## src/hw/rtl/sci_pkg.sv

```systemverilog
`timescale 1ns / 1ps
// Package for the shape correction interpolator: payload types, segment tables,
// stage control struct and divider constants. No dependencies.
package sci_pkg;

	localparam int ARG_W   = 23;
	localparam int COEFF_W = 17;

	localparam logic [1:0] MODE_RECT = 2'd0;
	localparam logic [1:0] MODE_TRI  = 2'd1;
	localparam logic [1:0] MODE_ELL  = 2'd2;

	localparam int NSEG_RECT = 6;
	localparam int NSEG_TRI  = 7;
	localparam int NSEG_ELL  = 9;

	localparam int MQ_W      = 28;
	localparam int RECIP_W   = 24;
	localparam logic [RECIP_W-1:0] RECIP_25  = 24'd10737418;
	localparam logic [RECIP_W-1:0] RECIP_125 = 24'd2147483;
	localparam logic [6:0] DIV_25  = 7'd25;
	localparam logic [6:0] DIV_125 = 7'd125;
	localparam logic [COEFF_W-1:0] COEFF_MAX = 17'h1FFFF;

	typedef struct packed {
		logic [1:0]       mode;
		logic [ARG_W-1:0] arg;
	} cmd_t;

	typedef struct packed {
		logic [COEFF_W-1:0] coeff;
		logic               status;
	} result_t;

	typedef struct packed {
		logic [6:0]        xs;
		logic [6:0]        ys;
		logic [4:0]        w;
		logic signed [4:0] dy;
		logic [2:0]        sh;
		logic              m125;
		logic              scale10;
	} seg_t;

	typedef struct packed {
		logic             err;
		seg_t             seg;
		logic [ARG_W-1:0] arg;
	} sel_t;

	typedef struct packed {
		logic       err;
		logic [2:0] sh;
		logic       m125;
	} ctl_t;

	function automatic int cmp_width(int frac);
		return (frac + 8 > ARG_W) ? frac + 8 : ARG_W + 1;
	endfunction

	function automatic int num_width(int frac);
		return cmp_width(frac) + 10;
	endfunction

	// Each segment: start, start value in hundredths, width, rise, and the split of
	// 100 * width into a power of two and a factor of 25 or 125.
	function automatic seg_t seg_lookup(logic [1:0] mode, logic [3:0] idx);
		seg_t s;
		s = '0;
		case ({mode, idx})
			{MODE_RECT, 4'd0}: s = '{7'd0,  7'd110, 5'd1,  -5'sd2, 3'd2, 1'b0, 1'b1};
			{MODE_RECT, 4'd1}: s = '{7'd1,  7'd108, 5'd1,  -5'sd2, 3'd2, 1'b0, 1'b1};
			{MODE_RECT, 4'd2}: s = '{7'd2,  7'd106, 5'd2,  -5'sd2, 3'd3, 1'b0, 1'b1};
			{MODE_RECT, 4'd3}: s = '{7'd4,  7'd104, 5'd2,  -5'sd2, 3'd3, 1'b0, 1'b1};
			{MODE_RECT, 4'd4}: s = '{7'd6,  7'd102, 5'd2,  -5'sd1, 3'd3, 1'b0, 1'b1};
			{MODE_RECT, 4'd5}: s = '{7'd8,  7'd101, 5'd2,  -5'sd1, 3'd3, 1'b0, 1'b1};
			{MODE_TRI,  4'd0}: s = '{7'd0,  7'd75,  5'd10, 5'sd9,  3'd3, 1'b1, 1'b0};
			{MODE_TRI,  4'd1}: s = '{7'd10, 7'd84,  5'd10, 5'sd5,  3'd3, 1'b1, 1'b0};
			{MODE_TRI,  4'd2}: s = '{7'd20, 7'd89,  5'd10, 5'sd4,  3'd3, 1'b1, 1'b0};
			{MODE_TRI,  4'd3}: s = '{7'd30, 7'd93,  5'd10, 5'sd3,  3'd3, 1'b1, 1'b0};
			{MODE_TRI,  4'd4}: s = '{7'd40, 7'd96,  5'd20, 5'sd2,  3'd4, 1'b1, 1'b0};
			{MODE_TRI,  4'd5}: s = '{7'd60, 7'd98,  5'd20, 5'sd1,  3'd4, 1'b1, 1'b0};
			{MODE_TRI,  4'd6}: s = '{7'd80, 7'd99,  5'd10, 5'sd1,  3'd3, 1'b1, 1'b0};
			{MODE_ELL,  4'd0}: s = '{7'd1,  7'd121, 5'd1,  -5'sd5, 3'd2, 1'b0, 1'b1};
			{MODE_ELL,  4'd1}: s = '{7'd2,  7'd116, 5'd1,  -5'sd5, 3'd2, 1'b0, 1'b1};
			{MODE_ELL,  4'd2}: s = '{7'd3,  7'd111, 5'd1,  -5'sd3, 3'd2, 1'b0, 1'b1};
			{MODE_ELL,  4'd3}: s = '{7'd4,  7'd108, 5'd1,  -5'sd3, 3'd2, 1'b0, 1'b1};
			{MODE_ELL,  4'd4}: s = '{7'd5,  7'd105, 5'd1,  -5'sd2, 3'd2, 1'b0, 1'b1};
			{MODE_ELL,  4'd5}: s = '{7'd6,  7'd103, 5'd1,  -5'sd1, 3'd2, 1'b0, 1'b1};
			{MODE_ELL,  4'd6}: s = '{7'd7,  7'd102, 5'd1,  -5'sd1, 3'd2, 1'b0, 1'b1};
			{MODE_ELL,  4'd7}: s = '{7'd8,  7'd101, 5'd1,  5'sd0,  3'd2, 1'b0, 1'b1};
			{MODE_ELL,  4'd8}: s = '{7'd9,  7'd101, 5'd1,  -5'sd1, 3'd2, 1'b0, 1'b1};
			default:           s = '0;
		endcase
		return s;
	endfunction

endpackage

```

## src/hw/rtl/shape_correction_interpolator_unit.sv

```systemverilog
`timescale 1ns / 1ps
// Top level of the shape correction interpolator: a six-stage pipeline built from
// sci_seg_select, sci_line_eval and sci_recip_div. Depends on sci_pkg.
//
// Usage:
// An item is a shape selector and an argument on cmd. It is taken at a rising edge
// where start is high and busy is low. Busy is always low, so one item may be
// given in every cycle.
// Each item gives exactly one result on result, shown for one cycle with done high.
// The result passes through six register stages (range check and segment search,
// offset, line numerator, shift, reciprocal multiply, correction). Throughput is one
// item per cycle.
// The receiver cannot hold results off, and the pipeline never stalls.
// An argument out of range for its shape, or an unused selector, gives status 1
// and a zero coefficient.
// Reset clears all valid bits; items in flight at reset are dropped and done stays
// low until a new item has passed the pipeline.
module shape_correction_interpolator_unit #(
	parameter int FRAC_BITS = 16
) (
	input  logic             clk,
	input  logic             arst_n,
	input  logic             start,
	output logic             busy,
	input  sci_pkg::cmd_t    cmd,
	output logic             done,
	output sci_pkg::result_t result
);

	localparam int NUM_W = sci_pkg::num_width(FRAC_BITS);

	logic                    valid_s1, valid_s3;
	sci_pkg::sel_t           sel_s1;
	sci_pkg::ctl_t           ctl_s3;
	logic signed [NUM_W-1:0] num_s3;

	assign busy = 1'b0;

	sci_seg_select #(.FRAC_BITS(FRAC_BITS)) u_select (
		.clk      (clk),
		.arst_n   (arst_n),
		.in_valid (start && !busy),
		.cmd      (cmd),
		.valid_s1 (valid_s1),
		.sel_s1   (sel_s1)
	);

	sci_line_eval #(.FRAC_BITS(FRAC_BITS)) u_line (
		.clk      (clk),
		.arst_n   (arst_n),
		.valid_s1 (valid_s1),
		.sel_s1   (sel_s1),
		.valid_s3 (valid_s3),
		.ctl_s3   (ctl_s3),
		.num_s3   (num_s3)
	);

	sci_recip_div #(.FRAC_BITS(FRAC_BITS)) u_div (
		.clk       (clk),
		.arst_n    (arst_n),
		.valid_s3  (valid_s3),
		.ctl_s3    (ctl_s3),
		.num_s3    (num_s3),
		.valid_s6  (done),
		.result_s6 (result)
	);

	a_latency: assert property (@(posedge clk) disable iff (!arst_n)
		start |-> ##6 done)
		else $error("Item taken without a result six cycles later.");

	a_no_phantom: assert property (@(posedge clk) disable iff (!arst_n)
		done |-> $past(start, 6))
		else $error("Result without an item taken six cycles earlier.");

	a_err_zero: assert property (@(posedge clk) disable iff (!arst_n)
		(done && result.status) |-> (result.coeff == '0))
		else $error("Error result carries a nonzero coefficient.");

	a_valid_nonzero: assert property (@(posedge clk) disable iff (!arst_n)
		(done && !result.status) |-> (result.coeff != '0))
		else $error("Valid result carries a zero coefficient.");

endmodule

```

## src/hw/rtl/sci_seg_select.sv

```systemverilog
`timescale 1ns / 1ps
// Stage 1: range check of the argument and breakpoint search for the selected shape.
// Depends on sci_pkg.
module sci_seg_select #(
	parameter int FRAC_BITS = 16
) (
	input  logic          clk,
	input  logic          arst_n,
	input  logic          in_valid,
	input  sci_pkg::cmd_t cmd,
	output logic          valid_s1,
	output sci_pkg::sel_t sel_s1
);

	localparam int CMP_W = sci_pkg::cmp_width(FRAC_BITS);
	localparam longint ONE = longint'(1) << FRAC_BITS;
	localparam logic [CMP_W-1:0] E_MIN    = CMP_W'((ONE + 99999) / 100000);
	localparam logic [CMP_W-1:0] RECT_MAX = CMP_W'(ONE);
	localparam logic [CMP_W-1:0] TRI_LIM  = CMP_W'(90 * ONE - (ONE + 99999) / 100000 + 1);
	localparam logic [CMP_W-1:0] ELL_MAX  = CMP_W'(ONE + ONE / 100000);

	logic [CMP_W-1:0]               r;
	logic [sci_pkg::NSEG_RECT-2:0] ge_r;
	logic [sci_pkg::NSEG_TRI-2:0]  ge_t;
	logic [sci_pkg::NSEG_ELL-2:0]  ge_e;
	logic [3:0]                     cnt_r, cnt_t, cnt_e, idx;
	logic                           ok;
	sci_pkg::sel_t                  sel_d;

	assign r = CMP_W'(cmd.arg);

	for (genvar g = 1; g < sci_pkg::NSEG_RECT; g++) begin : g_rect
		localparam sci_pkg::seg_t SG = sci_pkg::seg_lookup(sci_pkg::MODE_RECT, 4'(g));
		localparam longint T = (longint'(SG.xs) * ONE + 9) / 10;
		assign ge_r[g-1] = r >= CMP_W'(T);
	end

	for (genvar g = 1; g < sci_pkg::NSEG_TRI; g++) begin : g_tri
		localparam sci_pkg::seg_t SG = sci_pkg::seg_lookup(sci_pkg::MODE_TRI, 4'(g));
		localparam longint T = longint'(SG.xs) * ONE;
		assign ge_t[g-1] = r >= CMP_W'(T);
	end

	for (genvar g = 1; g < sci_pkg::NSEG_ELL; g++) begin : g_ell
		localparam sci_pkg::seg_t SG = sci_pkg::seg_lookup(sci_pkg::MODE_ELL, 4'(g));
		localparam longint T = (longint'(SG.xs) * ONE + 9) / 10;
		assign ge_e[g-1] = r >= CMP_W'(T);
	end

	// Breakpoints rise, so the compare results form a thermometer code.
	always_comb begin
		cnt_r = '0;
		cnt_t = '0;
		cnt_e = '0;
		for (int i = 0; i < sci_pkg::NSEG_RECT - 1; i++) cnt_r = cnt_r + 4'(ge_r[i]);
		for (int i = 0; i < sci_pkg::NSEG_TRI - 1; i++) cnt_t = cnt_t + 4'(ge_t[i]);
		for (int i = 0; i < sci_pkg::NSEG_ELL - 1; i++) cnt_e = cnt_e + 4'(ge_e[i]);
		case (cmd.mode)
			sci_pkg::MODE_RECT: begin
				idx = cnt_r;
				ok  = r <= RECT_MAX;
			end
			sci_pkg::MODE_TRI: begin
				idx = cnt_t;
				ok  = r < TRI_LIM;
			end
			sci_pkg::MODE_ELL: begin
				idx = cnt_e;
				ok  = r <= ELL_MAX;
			end
			default: begin
				idx = '0;
				ok  = 1'b0;
			end
		endcase
		sel_d.err = !(ok && (r >= E_MIN));
		sel_d.seg = sci_pkg::seg_lookup(cmd.mode, idx);
		sel_d.arg = cmd.arg;
	end

	always_ff @(posedge clk or negedge arst_n) begin
		if (!arst_n) begin
			valid_s1 <= 1'b0;
		end else begin
			valid_s1 <= in_valid;
		end
	end

	always_ff @(posedge clk) begin
		sel_s1 <= sel_d;
	end

endmodule

```

## src/hw/rtl/sci_line_eval.sv

```systemverilog
`timescale 1ns / 1ps
// Stages 2 and 3: offset from the segment start and the scaled line numerator.
// Depends on sci_pkg.
module sci_line_eval #(
	parameter int FRAC_BITS = 16
) (
	input  logic                                            clk,
	input  logic                                            arst_n,
	input  logic                                            valid_s1,
	input  sci_pkg::sel_t                                   sel_s1,
	output logic                                            valid_s3,
	output sci_pkg::ctl_t                                   ctl_s3,
	output logic signed [sci_pkg::num_width(FRAC_BITS)-1:0] num_s3
);

	localparam int CMP_W = sci_pkg::cmp_width(FRAC_BITS);
	localparam int D_W   = CMP_W + 4;
	localparam int NUM_W = sci_pkg::num_width(FRAC_BITS);

	logic [D_W-1:0]        ax, ax_scaled, x_off;
	logic [11:0]           base;
	logic                  valid_s2;
	logic signed [D_W-1:0] d_s2;
	logic [11:0]           base_s2;
	logic signed [4:0]     dy_s2;
	sci_pkg::ctl_t         ctl_s2;
	logic [NUM_W-1:0]      num_d;

	always_comb begin
		ax        = D_W'(sel_s1.arg);
		ax_scaled = sel_s1.seg.scale10 ? (ax << 3) + (ax << 1) : ax;
		x_off     = D_W'(sel_s1.seg.xs) << FRAC_BITS;
		base      = 12'(sel_s1.seg.ys) * 12'(sel_s1.seg.w);
	end

	assign num_d = (NUM_W'(base_s2) << FRAC_BITS) + NUM_W'(dy_s2) * NUM_W'(d_s2);

	always_ff @(posedge clk or negedge arst_n) begin
		if (!arst_n) begin
			valid_s2 <= 1'b0;
			valid_s3 <= 1'b0;
		end else begin
			valid_s2 <= valid_s1;
			valid_s3 <= valid_s2;
		end
	end

	always_ff @(posedge clk) begin
		d_s2        <= signed'(ax_scaled - x_off);
		base_s2     <= base;
		dy_s2       <= sel_s1.seg.dy;
		ctl_s2.err  <= sel_s1.err;
		ctl_s2.sh   <= sel_s1.seg.sh;
		ctl_s2.m125 <= sel_s1.seg.m125;
		num_s3      <= signed'(num_d);
		ctl_s3      <= ctl_s2;
	end

endmodule

```

## src/hw/rtl/sci_recip_div.sv

```systemverilog
`timescale 1ns / 1ps
// Stages 4 to 6: exact floor division of the numerator by 100 times the segment width,
// done as a shift and a reciprocal multiply with one correction step. Depends on sci_pkg.
module sci_recip_div #(
	parameter int FRAC_BITS = 16
) (
	input  logic                                            clk,
	input  logic                                            arst_n,
	input  logic                                            valid_s3,
	input  sci_pkg::ctl_t                                   ctl_s3,
	input  logic signed [sci_pkg::num_width(FRAC_BITS)-1:0] num_s3,
	output logic                                            valid_s6,
	output sci_pkg::result_t                                result_s6
);

	localparam int NUM_W  = sci_pkg::num_width(FRAC_BITS);
	localparam int SH_W   = NUM_W + 8;
	localparam int MQ_W   = sci_pkg::MQ_W;
	localparam int RC_W   = sci_pkg::RECIP_W;
	localparam int PROD_W = MQ_W + RC_W;

	logic signed [SH_W-1:0]  wide;
	logic [SH_W-1:0]         msh;
	logic                    valid_s4, valid_s5;
	logic [MQ_W-1:0]         mq_s4, mq_s5;
	logic                    neg_s4, neg_s5, sat_s4, sat_s5;
	sci_pkg::ctl_t           ctl_s4, ctl_s5;
	logic [PROD_W-1:0]       prod;
	logic [RC_W-1:0]         qe_s5;
	logic [6:0]              divisor;
	logic [MQ_W-1:0]         qm, rem;
	logic [RC_W:0]           q;
	sci_pkg::result_t        res_d;

	always_comb begin
		wide = (SH_W'(num_s3) <<< 8) >>> (FRAC_BITS - 8);
		msh  = $unsigned(wide) >> ctl_s3.sh;
	end

	assign prod = PROD_W'(mq_s4) * PROD_W'(ctl_s4.m125 ? sci_pkg::RECIP_125 : sci_pkg::RECIP_25);

	always_comb begin
		divisor = ctl_s5.m125 ? sci_pkg::DIV_125 : sci_pkg::DIV_25;
		qm      = MQ_W'(qe_s5) * MQ_W'(divisor);
		rem     = mq_s5 - qm;
		q       = (RC_W + 1)'(qe_s5) + (RC_W + 1)'(rem >= MQ_W'(divisor));
		res_d.status = ctl_s5.err;
		if (ctl_s5.err || neg_s5) begin
			res_d.coeff = '0;
		end else if (sat_s5 || (q > (RC_W + 1)'(sci_pkg::COEFF_MAX))) begin
			res_d.coeff = sci_pkg::COEFF_MAX;
		end else begin
			res_d.coeff = q[sci_pkg::COEFF_W-1:0];
		end
	end

	always_ff @(posedge clk or negedge arst_n) begin
		if (!arst_n) begin
			valid_s4 <= 1'b0;
			valid_s5 <= 1'b0;
			valid_s6 <= 1'b0;
		end else begin
			valid_s4 <= valid_s3;
			valid_s5 <= valid_s4;
			valid_s6 <= valid_s5;
		end
	end

	always_ff @(posedge clk) begin
		mq_s4     <= msh[MQ_W-1:0];
		sat_s4    <= |msh[SH_W-1:MQ_W];
		neg_s4    <= wide[SH_W-1];
		ctl_s4    <= ctl_s3;
		qe_s5     <= prod[PROD_W-1:MQ_W];
		mq_s5     <= mq_s4;
		sat_s5    <= sat_s4;
		neg_s5    <= neg_s4;
		ctl_s5    <= ctl_s4;
		result_s6 <= res_d;
	end

endmodule
```

## config.mk

```make
export PLATFORM = sky130hd
export DESIGN_NAME = shape_correction_interpolator_unit
export DESIGN_NICKNAME = d
export VERILOG_FILES = /design/src/hw/rtl/sci_pkg.sv /design/src/hw/rtl/shape_correction_interpolator_unit.sv /design/src/hw/rtl/sci_seg_select.sv /design/src/hw/rtl/sci_line_eval.sv /design/src/hw/rtl/sci_recip_div.sv
export SDC_FILE = /design/constraint.sdc
export NUM_CORES = 2
export LEC_CHECK = 0
export ABC_AREA = 1
export BUFFER_PORTS_ARGS = -buffer_cell sky130_fd_sc_hd__buf_2
export CELL_PAD_IN_SITES_DETAIL_PLACEMENT = 1
export CELL_PAD_IN_SITES_GLOBAL_PLACEMENT = 1
export CORE_MARGIN = 2
export CORE_UTILIZATION = 35
export CTS_CLUSTER_DIAMETER = 200
export DETAILED_ROUTE_END_ITERATION = 16
export PLACE_DENSITY = 0.7
export SLEW_MARGIN = 0
export SYNTH_ARGS = -nofsm -noshare
export SYNTH_HDL_FRONTEND = slang
export SYNTH_SLANG_ARGS = --single-unit
```

## constraint.sdc

```tcl
create_clock -name clk -period 8.45 [get_ports clk]
set_clock_uncertainty 0.15 [all_clocks]
set_input_delay 0.4225 -clock clk [delete_from_list [all_inputs] [get_ports clk]]
set_output_delay 0.4225 -clock clk [all_outputs]
set_load 0.005 [all_outputs]
```

==> metrics <==
status complete, no violations; Layout area overhead 9.82%; kind of critical path reg2reg; Worst EP required 8.84 ns; GR peak layer met2; die width 328 microns; Seq/Total Area, Yosys 13.7%; area leader, netlist fa_1; HP Class reg2reg; Commonest cells post-synth inv_1, nand2_1, ha_1, fa_1, nor2_1; Crit path top cell by count inv_1; Initial Util 35.4%; vias in the first global route 32900; clock transition at the registers of the reported paths 0.06 ns; vias per cell 4.82; Max FO, Critical Path 19; post-synth top area share 28.9%; DR DRC count 0; asr flop ratio synth 2.40%; TritonCTS Buffers 30; Detailed Place HPWL 94600 microns; share of layout cells above drive strength 1 4.58%; flops & latches, synth 250; M2 GR Usage 39.4%; boundary pin count 48; syn_area_per_cell 8.13 sq um; Post-Syn Area 36700 sq um; vias 29200; Core ar. 104000 sq um; Die Footprint 108000 sq um; hold_buf cts 26; total of max-cap violations 0; Final period util 90.1%; initial antenna violation count 3; Ys Warns 0; Relative slew margins 28.4%; Slew Viols, Final 0; Least-Margin Pin Slew 1.07 ns; post-layout min period 7.61 ns; Arr. time, crit path 8.00 ns; CTS resizes 0; pin count of the biggest net entering global routing 37; Max Root-Sink Buffers 3; number of routed nets with antenna violations 0; Yosys cell types 61; Post-CTS Setup Bufs 0; Fill cells 12700; first-pass GRT wire length 177000 microns; Mapped Cells 4521; CP delay by family, top adder cells; Die H 328 microns; Final Net Count 5766; global route total overflow 0; crit path max-delay cell type dfxtp_1; Routed wire per std cell 18.0 microns; synth top area cells fa_1, ha_1, dfxtp_1; H-tree depth 1; gr usage total 20.8%; GR met3 Demand/Resource 1.56%; fmax 131 MHz; # port buffers 46; CP bufs+invs 6; clock root buffer master clkbuf_16; Post-synth EDFFs 0; TritonCTS clock tree done; Placer Congestion 0.910; Rows 118; Worst setup SP type flip-flop; RSZ-0062 raised after global routing no; Starting DRT DRC Count 963; final setup vio count 0; CP max stage delay 0.84 ns; met1 Track Usage GR 25.1%; most frequent cell after synthesis inv_1; Pre-Repair DR Iteration Count 5; Fin. Hold Viols 0; most used flip-flop cell after synthesis dfxtp_1; Num Clock Sinks 250; Setup crit end kind flip-flop; Setup TNS 0 ns; final WL 109000 microns; Clock Latency Late Sink 0.63 ns
-- layout by cell type, fill, tap and decap left out, types with 4 or more instances in the layout --
cell,count
fa_1,531
clkbuf_16,30
xnor2_1,44
bufinv_16,6
nand3_1,130
inv_1,1220
buf_2,46
o221ai_1,4
nand2_1,725
ha_1,553
nor2_1,253
dfrtp_1,6
dfxtp_1,243
a21boi_0,6
nor3_1,20
mux2i_1,4
xor2_1,87
dlygate4sd3_1,26
or2_2,30
a21o_1,24
conb_1,28
nor4_1,15
o31ai_1,4
inv_2,6
inv_6,4
o21bai_1,12
clkinv_2,7
o211ai_1,10
buf_4,56
a21oi_1,186
a31oi_1,26
a211oi_1,4
o21ai_0,201
o21ai_1,21
nand4_1,30
o21a_1,16
a311oi_1,4
-- worst paths after layout --
kind / startpoint / endpoint / slack (ns) / depth (start not counted)
min in group asynchronous: arst_n / u_line.valid_s3$_DFF_PN0_ / 0.60 / 3
setup / recovery: u_div.ctl_s5[0]$_DFF_P_ / u_div.result_s6[2]$_SDFF_PP0_ / 0.84 / 33
setup reg to reg: u_div.ctl_s5[0]$_DFF_P_ / u_div.result_s6[2]$_SDFF_PP0_ / 0.84 / 33
hold reg to reg: u_line.ctl_s2[3]$_DFF_P_ / u_line.ctl_s3[3]$_DFF_P_ / 0.18 / 0
hold / removal: u_line.ctl_s2[3]$_DFF_P_ / u_line.ctl_s3[3]$_DFF_P_ / 0.18 / 0
max in group asynchronous: arst_n / u_line.valid_s2$_DFF_PN0_ / 7.31 / 3
-- routing by layer --
layer  wire (microns)  vias to the layer above
li1                 -                    14100
met1            46200                    14600
met2            56800                      358
met3             2540                      172
met4             3400                        0
met5                0                        -
-- state kept, by name (all words and copies together) (netlist names), 2 cells and up --
| name | cells |
|---|---|
| u_div.qe_s5 | 24 |
| u_line.ctl_s2 | 5 |
| u_line.base_s2 | 12 |
| u_select.sel_s1 | 49 |
| u_div.result_s6 | 18 |
| u_line.ctl_s3 | 5 |
| u_div.ctl_s4 | 2 |
| u_line.dy_s2 | 5 |
| u_div.mq_s4 | 28 |
| u_div.ctl_s5 | 2 |
| u_line.d_s2 | 28 |
| u_line.num_s3 | 34 |
| u_div.mq_s5 | 28 |
-- final cells by class --
| cell class | count | area (sq um) | share of cell area [%] |
|---|---|---|---|
| antenna | 1 | 2.50 | 0.00620 |
| clock buffer | 33 | 782 | 1.94 |
| clock inverter | 20 | 298 | 0.738 |
| inverter | 1229 | 4610 | 11.4 |
| multi-input combinational | 3015 | 27000 | 66.9 |
| sequential | 250 | 5040 | 12.5 |
| tap | 1380 | 1730 | 4.28 |
| timing repair buffer | 128 | 911 | 2.26 |
-- per-stage QoR --
step | utilization [%] | hold slack, ns | cells | setup slack [ns] | cell area [sq um]
final | 38.9 | 0.175 | 6056 | 0.840 | 40400
after global placement | 37.6 | 0.0985 | 5976 | 1.06 | 39000
after floorplan | - | -0.0231 | 4547 | 1.95 | 36800
after CTS | 38.9 | 0.125 | 6055 | 0.784 | 40300
after detailed placement | 37.6 | 0.106 | 5976 | 0.822 | 39000
after global routing | 38.9 | 0.184 | 6056 | 0.0737 | 40400
-- cells by family (layout without fill, tap and decap cells) --
kind of cell / Yosys count / in the layout / share of synthesized area (%)
buffers and inverters: 1282 / 1410 / 13.1
AND/OR/NAND/NOR: 1231 / 1231 / 13.9
adder cells (fa/ha/maj): 1084 / 1084 / 47.8
AO/OA/AOI/OAI: 537 / 537 / 8.21
flip-flops: 250 / 250 / 13.7
XOR/XNOR: 131 / 131 / 3.12
multiplexers: 4 / 4 / 0.109
other: 2 / 29 / 0.0204
Power is left out: the tool's default activity adds up to more than one toggle a clock period on the data nets, which glitch-free logic cannot reach.
